`config.mk`:
```
export PLATFORM = sky130hd
export DESIGN_NAME = sliding_window_rsi
export DESIGN_NICKNAME = d
export VERILOG_FILES = /design/src/rtl/swr_pkg.sv /design/src/rtl/sliding_window_rsi.sv /design/src/rtl/swr_cell.sv /design/src/rtl/swr_div.sv
export SDC_FILE = /design/constraint.sdc
export NUM_CORES = 2
export LEC_CHECK = 0
export BUFFER_PORTS_ARGS = -buffer_cell sky130_fd_sc_hd__buf_2
export CAP_MARGIN = 10
export CORE_ASPECT_RATIO = 0.6
export CORE_MARGIN = 3
export CORE_UTILIZATION = 35
export CTS_CLUSTER_SIZE = 14
export DETAILED_ROUTE_END_ITERATION = 12
export HOLD_SLACK_MARGIN = 0.06
export PLACE_DENSITY = 0.57
export SLEW_MARGIN = 40
export SYNTH_ARGS = -nofsm -noshare
export SYNTH_HDL_FRONTEND = slang
export SYNTH_HIERARCHICAL = 1
export SYNTH_SLANG_ARGS = --single-unit
```
`constraint.sdc`:
```
create_clock -name clk -period 115 [get_ports clk]
set_input_delay 34.5 -clock clk [delete_from_list [all_inputs] [get_ports clk]]
set_output_delay 34.5 -clock clk [all_outputs]
set_load 0.005 [all_outputs]
```
`src/rtl/swr_pkg.sv`:
```
package swr_pkg;

	localparam int MAX_TERM_DEF   = 64;
	localparam int PRICE_BITS_DEF = 32;

	localparam int TERM_CFG_W = 7;
	localparam int RSI_W      = 15;

	localparam logic [TERM_CFG_W-1:0] TERM_RESET  = 7'd14;
	localparam logic [RSI_W-1:0]      RSI_NEUTRAL = 15'd12800;

	typedef enum logic [2:0] {
		ST_IDLE,
		ST_SUB,
		ST_ADD,
		ST_MUL,
		ST_DIV,
		ST_OUT
	} swr_state_t;

endpackage

```
`src/rtl/sliding_window_rsi.sv`:
```
// Sliding-window RSI over a stream of closing prices.
// Input channel: in_valid / in_stall carry tick_price and series_start; a
// transaction takes place when in_valid is high and in_stall is low.
// Output channel: out_valid / out_stall carry rsi_value (RSI times 256,
// truncated) and warmed_up, one result transaction per input transaction.
// Configuration: a transaction on cfg_valid / cfg_ready writes window_term and
// starts a new series. It is written only while the block is idle, and it goes
// ahead of an input transaction offered in the same cycle.
// Sequence: an input transaction passes through ST_SUB (the oldest difference
// leaves the sums), ST_ADD (the new one enters them), ST_MUL (numerator
// set-up), the divider and ST_OUT, which hands the result over; the next input
// is taken once the block is back in ST_IDLE. During warm-up or a flat window
// the divider is skipped. One item is in flight at a time; in_stall is high
// while it is worked on.
// The differences sit in a row of cells that shifts once for each new
// difference; the oldest difference always leaves from the first cell.
// Reset clears the counts, sums, previous price and term (to 14); the cells
// need no clearing since a cell is read only after it was written.
// When the receiver stalls, the result waits in the output register; the
// next item is still taken, and its result waits until the register is free.
module sliding_window_rsi import swr_pkg::*; #(
	parameter int MAX_TERM   = MAX_TERM_DEF,
	parameter int PRICE_BITS = PRICE_BITS_DEF
) (
	input  logic                  clk,
	input  logic                  arst_n,
	input  logic                  cfg_valid,
	output logic                  cfg_ready,
	input  logic [TERM_CFG_W-1:0] window_term,
	input  logic                  in_valid,
	output logic                  in_stall,
	input  logic [PRICE_BITS-1:0] tick_price,
	input  logic                  series_start,
	output logic                  out_valid,
	input  logic                  out_stall,
	output logic [RSI_W-1:0]      rsi_value,
	output logic                  warmed_up
);

	localparam int DIFF_W = PRICE_BITS + 1;
	localparam int SUM_W  = PRICE_BITS + $clog2(MAX_TERM);
	localparam int NUM_W  = SUM_W + RSI_W;
	localparam int TERM_W = $clog2(MAX_TERM + 1);
	localparam int CNT_W  = $clog2(MAX_TERM + 2);
	localparam int CMP_W  = (TERM_W > TERM_CFG_W) ? TERM_W : TERM_CFG_W;

	swr_state_t state_q, state_d;

	logic [TERM_CFG_W-1:0] term_q;
	logic [PRICE_BITS-1:0] prev_q;
	logic [CNT_W-1:0]      count_q;
	logic [SUM_W-1:0]      up_q;
	logic [SUM_W-1:0]      total_q;

	logic [DIFF_W-1:0]     d_s1;
	logic [DIFF_W-1:0]     old_s1;
	logic                  has_diff_s1;
	logic                  evict_s1;
	logic                  warmed_s1;
	logic                  neutral_q;
	logic                  neutral_d;

	logic                  out_valid_q;
	logic [RSI_W-1:0]      rsi_q;
	logic                  warm_q;

	logic                  in_take;
	logic                  cfg_take;
	logic                  div_start;
	logic                  out_load;
	logic                  div_done;
	logic [RSI_W-1:0]      div_quot;

	logic [CMP_W-1:0]      term_ext;
	logic [TERM_W-1:0]     eff_term;
	logic [CNT_W-1:0]      term_plus1;
	logic [CNT_W-1:0]      cnt_eff;
	logic [CNT_W-1:0]      cnt_next;
	logic                  has_diff;
	logic [DIFF_W-1:0]     new_d;
	logic [NUM_W-1:0]      num_ext;
	logic [NUM_W-1:0]      numerator;

	logic [DIFF_W-1:0]     cell_d [MAX_TERM];
	logic [MAX_TERM-1:0]   insert;

	logic [PRICE_BITS-1:0] up_new, mag_new, up_old, mag_old;
	logic [DIFF_W-1:0]     neg_new, neg_old;

	// A term of zero acts as one, a term past the window depth as the depth.
	assign term_ext = CMP_W'(term_q);
	always_comb begin
		if (term_ext == '0) begin
			eff_term = TERM_W'(1);
		end else if (term_ext > CMP_W'(MAX_TERM)) begin
			eff_term = TERM_W'(MAX_TERM);
		end else begin
			eff_term = TERM_W'(term_ext);
		end
	end
	assign term_plus1 = CNT_W'(eff_term) + 1'b1;

	assign in_take  = in_valid && !in_stall;
	assign cfg_take = cfg_valid && cfg_ready;

	assign cnt_eff  = series_start ? '0 : count_q;
	assign has_diff = cnt_eff != '0;
	assign cnt_next = (cnt_eff < term_plus1) ? cnt_eff + 1'b1 : cnt_eff;
	assign new_d    = {1'b0, tick_price} - {1'b0, prev_q};

	// Row of difference cells.
	for (genvar i = 0; i < MAX_TERM; i++) begin : g_cell
		assign insert[i] = eff_term == TERM_W'(i + 1);
		swr_cell #(
			.DIFF_W(DIFF_W)
		) u_cell (
			.clk     (clk),
			.shift_en(in_take && has_diff),
			.insert  (insert[i]),
			.new_d   (new_d),
			.next_d  ((i == MAX_TERM - 1) ? new_d : cell_d[(i + 1) % MAX_TERM]),
			.d_q     (cell_d[i])
		);
	end

	assign neg_new = '0 - d_s1;
	assign neg_old = '0 - old_s1;
	assign up_new  = d_s1[DIFF_W-1] ? '0 : d_s1[PRICE_BITS-1:0];
	assign mag_new = d_s1[DIFF_W-1] ? neg_new[PRICE_BITS-1:0] : d_s1[PRICE_BITS-1:0];
	assign up_old  = old_s1[DIFF_W-1] ? '0 : old_s1[PRICE_BITS-1:0];
	assign mag_old = old_s1[DIFF_W-1] ? neg_old[PRICE_BITS-1:0] : old_s1[PRICE_BITS-1:0];

	// 25600 is 2^14 + 2^13 + 2^10.
	assign num_ext   = NUM_W'(up_q);
	assign numerator = (num_ext << 14) + (num_ext << 13) + (num_ext << 10);

	// The sums are final once the state machine reaches ST_MUL.
	assign neutral_d = !warmed_s1 || (total_q == '0);

	swr_div #(
		.SUM_W(SUM_W)
	) u_div (
		.clk     (clk),
		.arst_n  (arst_n),
		.start   (div_start),
		.dividend(numerator),
		.divisor (total_q),
		.done    (div_done),
		.quotient(div_quot)
	);

	always_ff @(posedge clk or negedge arst_n) begin
		if (!arst_n) begin
			state_q <= ST_IDLE;
		end else begin
			state_q <= state_d;
		end
	end

	always_comb begin
		state_d   = state_q;
		in_stall  = 1'b1;
		cfg_ready = 1'b0;
		div_start = 1'b0;
		out_load  = 1'b0;
		case (state_q)
			ST_IDLE: begin
				in_stall  = cfg_valid;
				cfg_ready = 1'b1;
				if (in_valid && !cfg_valid) begin
					state_d = ST_SUB;
				end
			end
			ST_SUB: begin
				state_d = ST_ADD;
			end
			ST_ADD: begin
				state_d = ST_MUL;
			end
			ST_MUL: begin
				if (neutral_d) begin
					state_d = ST_OUT;
				end else begin
					div_start = 1'b1;
					state_d   = ST_DIV;
				end
			end
			ST_DIV: begin
				if (div_done) begin
					state_d = ST_OUT;
				end
			end
			ST_OUT: begin
				if (!out_valid_q || !out_stall) begin
					out_load = 1'b1;
					state_d  = ST_IDLE;
				end
			end
			default: begin
				state_d = ST_IDLE;
			end
		endcase
	end

	// Series control and running sums.
	always_ff @(posedge clk or negedge arst_n) begin
		if (!arst_n) begin
			term_q      <= TERM_RESET;
			prev_q      <= '0;
			count_q     <= '0;
			up_q        <= '0;
			total_q     <= '0;
			has_diff_s1 <= 1'b0;
			evict_s1    <= 1'b0;
			warmed_s1   <= 1'b0;
			neutral_q   <= 1'b0;
		end else begin
			if (cfg_take) begin
				term_q  <= window_term;
				count_q <= '0;
				up_q    <= '0;
				total_q <= '0;
			end else if (in_take) begin
				prev_q      <= tick_price;
				count_q     <= cnt_next;
				has_diff_s1 <= has_diff;
				evict_s1    <= cnt_eff >= term_plus1;
				warmed_s1   <= cnt_next >= term_plus1;
				if (series_start) begin
					up_q    <= '0;
					total_q <= '0;
				end
			end
			if (state_q == ST_SUB && evict_s1) begin
				up_q    <= up_q - SUM_W'(up_old);
				total_q <= total_q - SUM_W'(mag_old);
			end
			if (state_q == ST_ADD) begin
				if (has_diff_s1) begin
					up_q    <= up_q + SUM_W'(up_new);
					total_q <= total_q + SUM_W'(mag_new);
				end
			end
			if (state_q == ST_MUL) begin
				neutral_q <= neutral_d;
			end
		end
	end

	always_ff @(posedge clk) begin
		if (in_take) begin
			d_s1   <= new_d;
			old_s1 <= cell_d[0];
		end
	end

	// Output register.
	always_ff @(posedge clk or negedge arst_n) begin
		if (!arst_n) begin
			out_valid_q <= 1'b0;
		end else begin
			if (out_load) begin
				out_valid_q <= 1'b1;
			end else if (!out_stall) begin
				out_valid_q <= 1'b0;
			end
		end
	end

	always_ff @(posedge clk) begin
		if (out_load) begin
			rsi_q  <= neutral_q ? RSI_NEUTRAL : div_quot;
			warm_q <= warmed_s1;
		end
	end

	assign out_valid = out_valid_q;
	assign rsi_value = rsi_q;
	assign warmed_up = warm_q;

endmodule

```
`src/rtl/swr_cell.sv`:
```
module swr_cell import swr_pkg::*; #(
	parameter int DIFF_W = PRICE_BITS_DEF + 1
) (
	input  logic              clk,
	input  logic              shift_en,
	input  logic              insert,
	input  logic [DIFF_W-1:0] new_d,
	input  logic [DIFF_W-1:0] next_d,
	output logic [DIFF_W-1:0] d_q
);

	// The insertion cell takes the new difference; the others take their
	// upstream neighbor, so the oldest difference always reaches cell zero.
	always_ff @(posedge clk) begin
		if (shift_en) begin
			d_q <= insert ? new_d : next_d;
		end
	end

endmodule

```
`src/rtl/swr_div.sv`:
```
module swr_div import swr_pkg::*; #(
	parameter int SUM_W = 38
) (
	input  logic                   clk,
	input  logic                   arst_n,
	input  logic                   start,
	input  logic [SUM_W+RSI_W-1:0] dividend,
	input  logic [SUM_W-1:0]       divisor,
	output logic                   done,
	output logic [RSI_W-1:0]       quotient
);

	localparam int CNT_W = $clog2(RSI_W);
	localparam logic [CNT_W-1:0] LAST_STEP = CNT_W'(RSI_W - 1);

	logic             busy_q;
	logic             done_q;
	logic [CNT_W-1:0] cnt_q;
	logic [SUM_W-1:0] rem_q;
	logic [SUM_W-1:0] div_q;
	logic [RSI_W-1:0] low_q;
	logic [RSI_W-1:0] quot_q;
	logic [SUM_W:0]   trial;
	logic             fits;

	// Restoring division, one quotient bit per cycle. The dividend is below
	// divisor * 2^RSI_W, so the top part starts out smaller than the divisor.
	assign trial = {rem_q, low_q[RSI_W-1]};
	assign fits  = trial >= {1'b0, div_q};

	always_ff @(posedge clk or negedge arst_n) begin
		if (!arst_n) begin
			busy_q <= 1'b0;
			done_q <= 1'b0;
			cnt_q  <= '0;
		end else begin
			done_q <= 1'b0;
			if (start) begin
				busy_q <= 1'b1;
				cnt_q  <= '0;
			end else if (busy_q) begin
				cnt_q <= cnt_q + 1'b1;
				if (cnt_q == LAST_STEP) begin
					busy_q <= 1'b0;
					done_q <= 1'b1;
				end
			end
		end
	end

	always_ff @(posedge clk) begin
		if (start) begin
			rem_q <= dividend[SUM_W+RSI_W-1:RSI_W];
			low_q <= dividend[RSI_W-1:0];
			div_q <= divisor;
		end else if (busy_q) begin
			rem_q  <= fits ? SUM_W'(trial - {1'b0, div_q}) : trial[SUM_W-1:0];
			low_q  <= {low_q[RSI_W-2:0], 1'b0};
			quot_q <= {quot_q[RSI_W-2:0], fits};
		end
	end

	assign done     = done_q;
	assign quotient = quot_q;

endmodule
```
==> out/qor.yml <==
outcome: "finished clean"
netlist_instances: 7659
synth_ff_type: "edfxtp_1"
drive_gt1_frac: 0.3581
setup_viol: 0
area_growth_pct: 8.574
hold_viol_final: 0
r2r_slack_ns: 107.90
coreArea_sq_um: 359700
avgViaCountPerCell: 5.126
ctsHtreeMaxLevel: 4
timing.final.crit_share: 0.6037
slew_violations: 0
cts_buffers: 228
min_path_cells: 0
clock_tree.buffer_depth: 4
critPathSlowestCell: "buf_2"
ys_seq_elements: 2436
cp.arrival_ns: 34.93
drcViolationCount: 0
leakagePower_nw: 49.78
path_class: "input port to output pin"
yosysSeqAreaShare: 0.5694
synth_warnings: 6
grt_overflow: 0
grt_pass1_wl_um: 434700
clock_latency_ns: 0.92
endpoint_kind: "output pin"
gp_congestion: 0.8787
startpoint_type: "input port"
r2r_cells: 11
hold_start: "g_cell[0].u_cell/d_q[15]$_DFFE_PP_"
drtAntennaViolNets: 0
worstMarginPinSlew_ns: 0.9964
cap_violations: 0
routed_wl_um: 285900
dieArea_sq_um: 371100
finalCriticalPeriod_ns: 69.43
hpwlAfterDp_um: 172900
grt_use_total: 0.1501
hold_path_end: "old_s1[15]$_DFFE_PP_"
r2r_start: "state_q[0]$_DFFE_PN0P_"
cts_hold_buf: 0
rsz0062_at_grt: "no"
vias: 65340
drtIter0Drc: 5715
path_max_fanout: 3
firstDrtPassIters: 5
crit_chain: "buf_2 -> nand2b_1 -> buf_2"
post-cts-setup-buffers: 0
async_reset_ff_frac: 0.05583
die_y_um: 473.1
post_synth.cell_area_avg_sq_um: 16.62
hold_path_class: "register to register"
num_io_pins: 64
syn_area_sq_um: 127300
max_freq_mhz: 14.40
synth_cell_types: 101
grt_pass1_vias: 65810
cp.required_ns: 80.50
ctsResizeCount: 0
critPathMaxStageDelay_ns: 0.16
peakVddDrop_mv: 0.04551
finish.instance_area_sq_um: 138200
nets: 8104
cts_tree: "built"
rows: 170
antenna_found_initial: 18
setup_tns_ns: 0
cts_sinks: 2436
die_x_um: 784.5
synth_edf_count: 2300
routedWlPerCell_um: 22.43
max-slew-margin-rel: 0.3358
grt_max_degree: 104
nFillCells: 32900
crit_top_cell: "buf_2"
r2r_end: "g_cell[7].u_cell/d_q[12]$_DFFE_PP_"
clock-root-buffer: "clkbuf_16"
path_clk_slew_ns: 0.07
io_buffer_count: 63
powerDensity_nw_per_um2: 21.62
finClkSkew_ns: 0.07654
place_area_sq_um: 131100
start_util: 0.3538
[report_power, final]
part	switching, W	internal (W)
clock	0.000338	0.000394
sequential	0.0000579	0.00105
combinational	0.000773	0.000373
total	0.00117	0.00182
[placed cells by master, fill, tap and decap left out, drive strengths merged, types with 44 or more instances in the layout]
master  instances
a21o          105
a21oi         277
a221oi         47
a31oi          44
buf           230
clkbuf        290
clkinv         88
dfrtp         133
edfxtp       2300
ha            264
inv           176
mux2         2144
nand2         256
nand2b         85
nand3          50
nor2          237
nor2b          84
nor3           52
o21a           74
o21ai         215
xnor2         146
xor2          106
[synthesized netlist by cell type (89+ instances only)]
master / number / area (sq um)
a21o_1: 105 / 788.3
a21oi_1: 276 / 1381
buf_12: 192 / 3844
clkbuf_1: 89 / 334.1
dfrtp_1: 133 / 3328
edfxtp_1: 2300 / 69070
ha_1: 264 / 3303
inv_1: 170 / 638.1
mux2_2: 223 / 2511
mux2_4: 1921 / 28840
nand2_1: 256 / 960.9
nor2_1: 237 / 889.6
o21ai_0: 210 / 1051
xnor2_1: 146 / 1279
xor2_1: 106 / 928.4
[logic make-up after synthesis]
family / after synthesis / synth area share
AO/OA/AOI/OAI: 1014 / 0.05210
XOR/XNOR: 252 / 0.01734
adder cells (fa/ha/maj): 306 / 0.03248
buffers and inverters: 547 / 0.04465
flip-flops: 2436 / 0.5694
multiplexers: 2157 / 0.2474
other: 1 / 0.00002946
AND/OR/NAND/NOR: 946 / 0.03659
[worst max-delay path, delay by kind of cell]
family	cells	cell delay, ns
buf+inv	2	0.28
simple gates	1	0.14
[registers in the layout, summed over array words and instances, names as in the netlist, 15 cells and up]
name / cells
u_div/quotient: 15
g_cell.u_cell/d_q: 2112
u_div/rem_q: 38
rsi_value: 15
prev_q: 32
old_s1: 33
u_div/low_q: 15
total_q: 38
d_s1: 33
up_q: 38
u_div/div_q: 38
[worst max-delay path by stage]
stage	startpoint	endpoint	cells past startpoint
2_1_floorplan	series_start	g_cell[0].u_cell/d_q[0]$_DFFE_PP_	5
3_3_place_gp	cfg_valid	in_stall	3
3_5_place_dp	cfg_valid	in_stall	3
4_1_cts	cfg_valid	in_stall	3
5_1_grt	cfg_valid	in_stall	3
6_report	cfg_valid	in_stall	3
[through the flow]
stage                     hold WS (ns)  power [W]  setup slack, ns    util  cells
after floorplan                 0.4003   0.001911            17.77       -   7668
after detailed placement        0.4052   0.002272            45.58  0.3646  12340
final                           0.3579   0.002988            45.57  0.3842  12750
after global placement          0.4063   0.002246            45.53  0.3633  12330
after global routing            0.3563   0.003155            45.56  0.3842  12750
after CTS                       0.3343   0.003015            45.57  0.3837  12740
[routing by layer]
layer	vias up	wire, um	track usage
li1	29520	-	-
met1	33990	147600	0.2377
met2	1506	118900	0.2152
met3	334	13650	0.02237
met4	0	5789	0.03080
met5	-	0	0
[final cells by class]
type	instances	area, sq um	area share
inverter	173	656.9	0.004754
tap	4816	6026	0.04361
clock inverter	113	897.1	0.006492
sequential	2436	72470	0.5245
antenna	4	10.01	0.00007244
multi-input combinational	4685	50100	0.3625
timing repair buffer	230	2037	0.01474
clock buffer	290	5989	0.04334
Note: power is estimated with default switching activity, not from simulation.
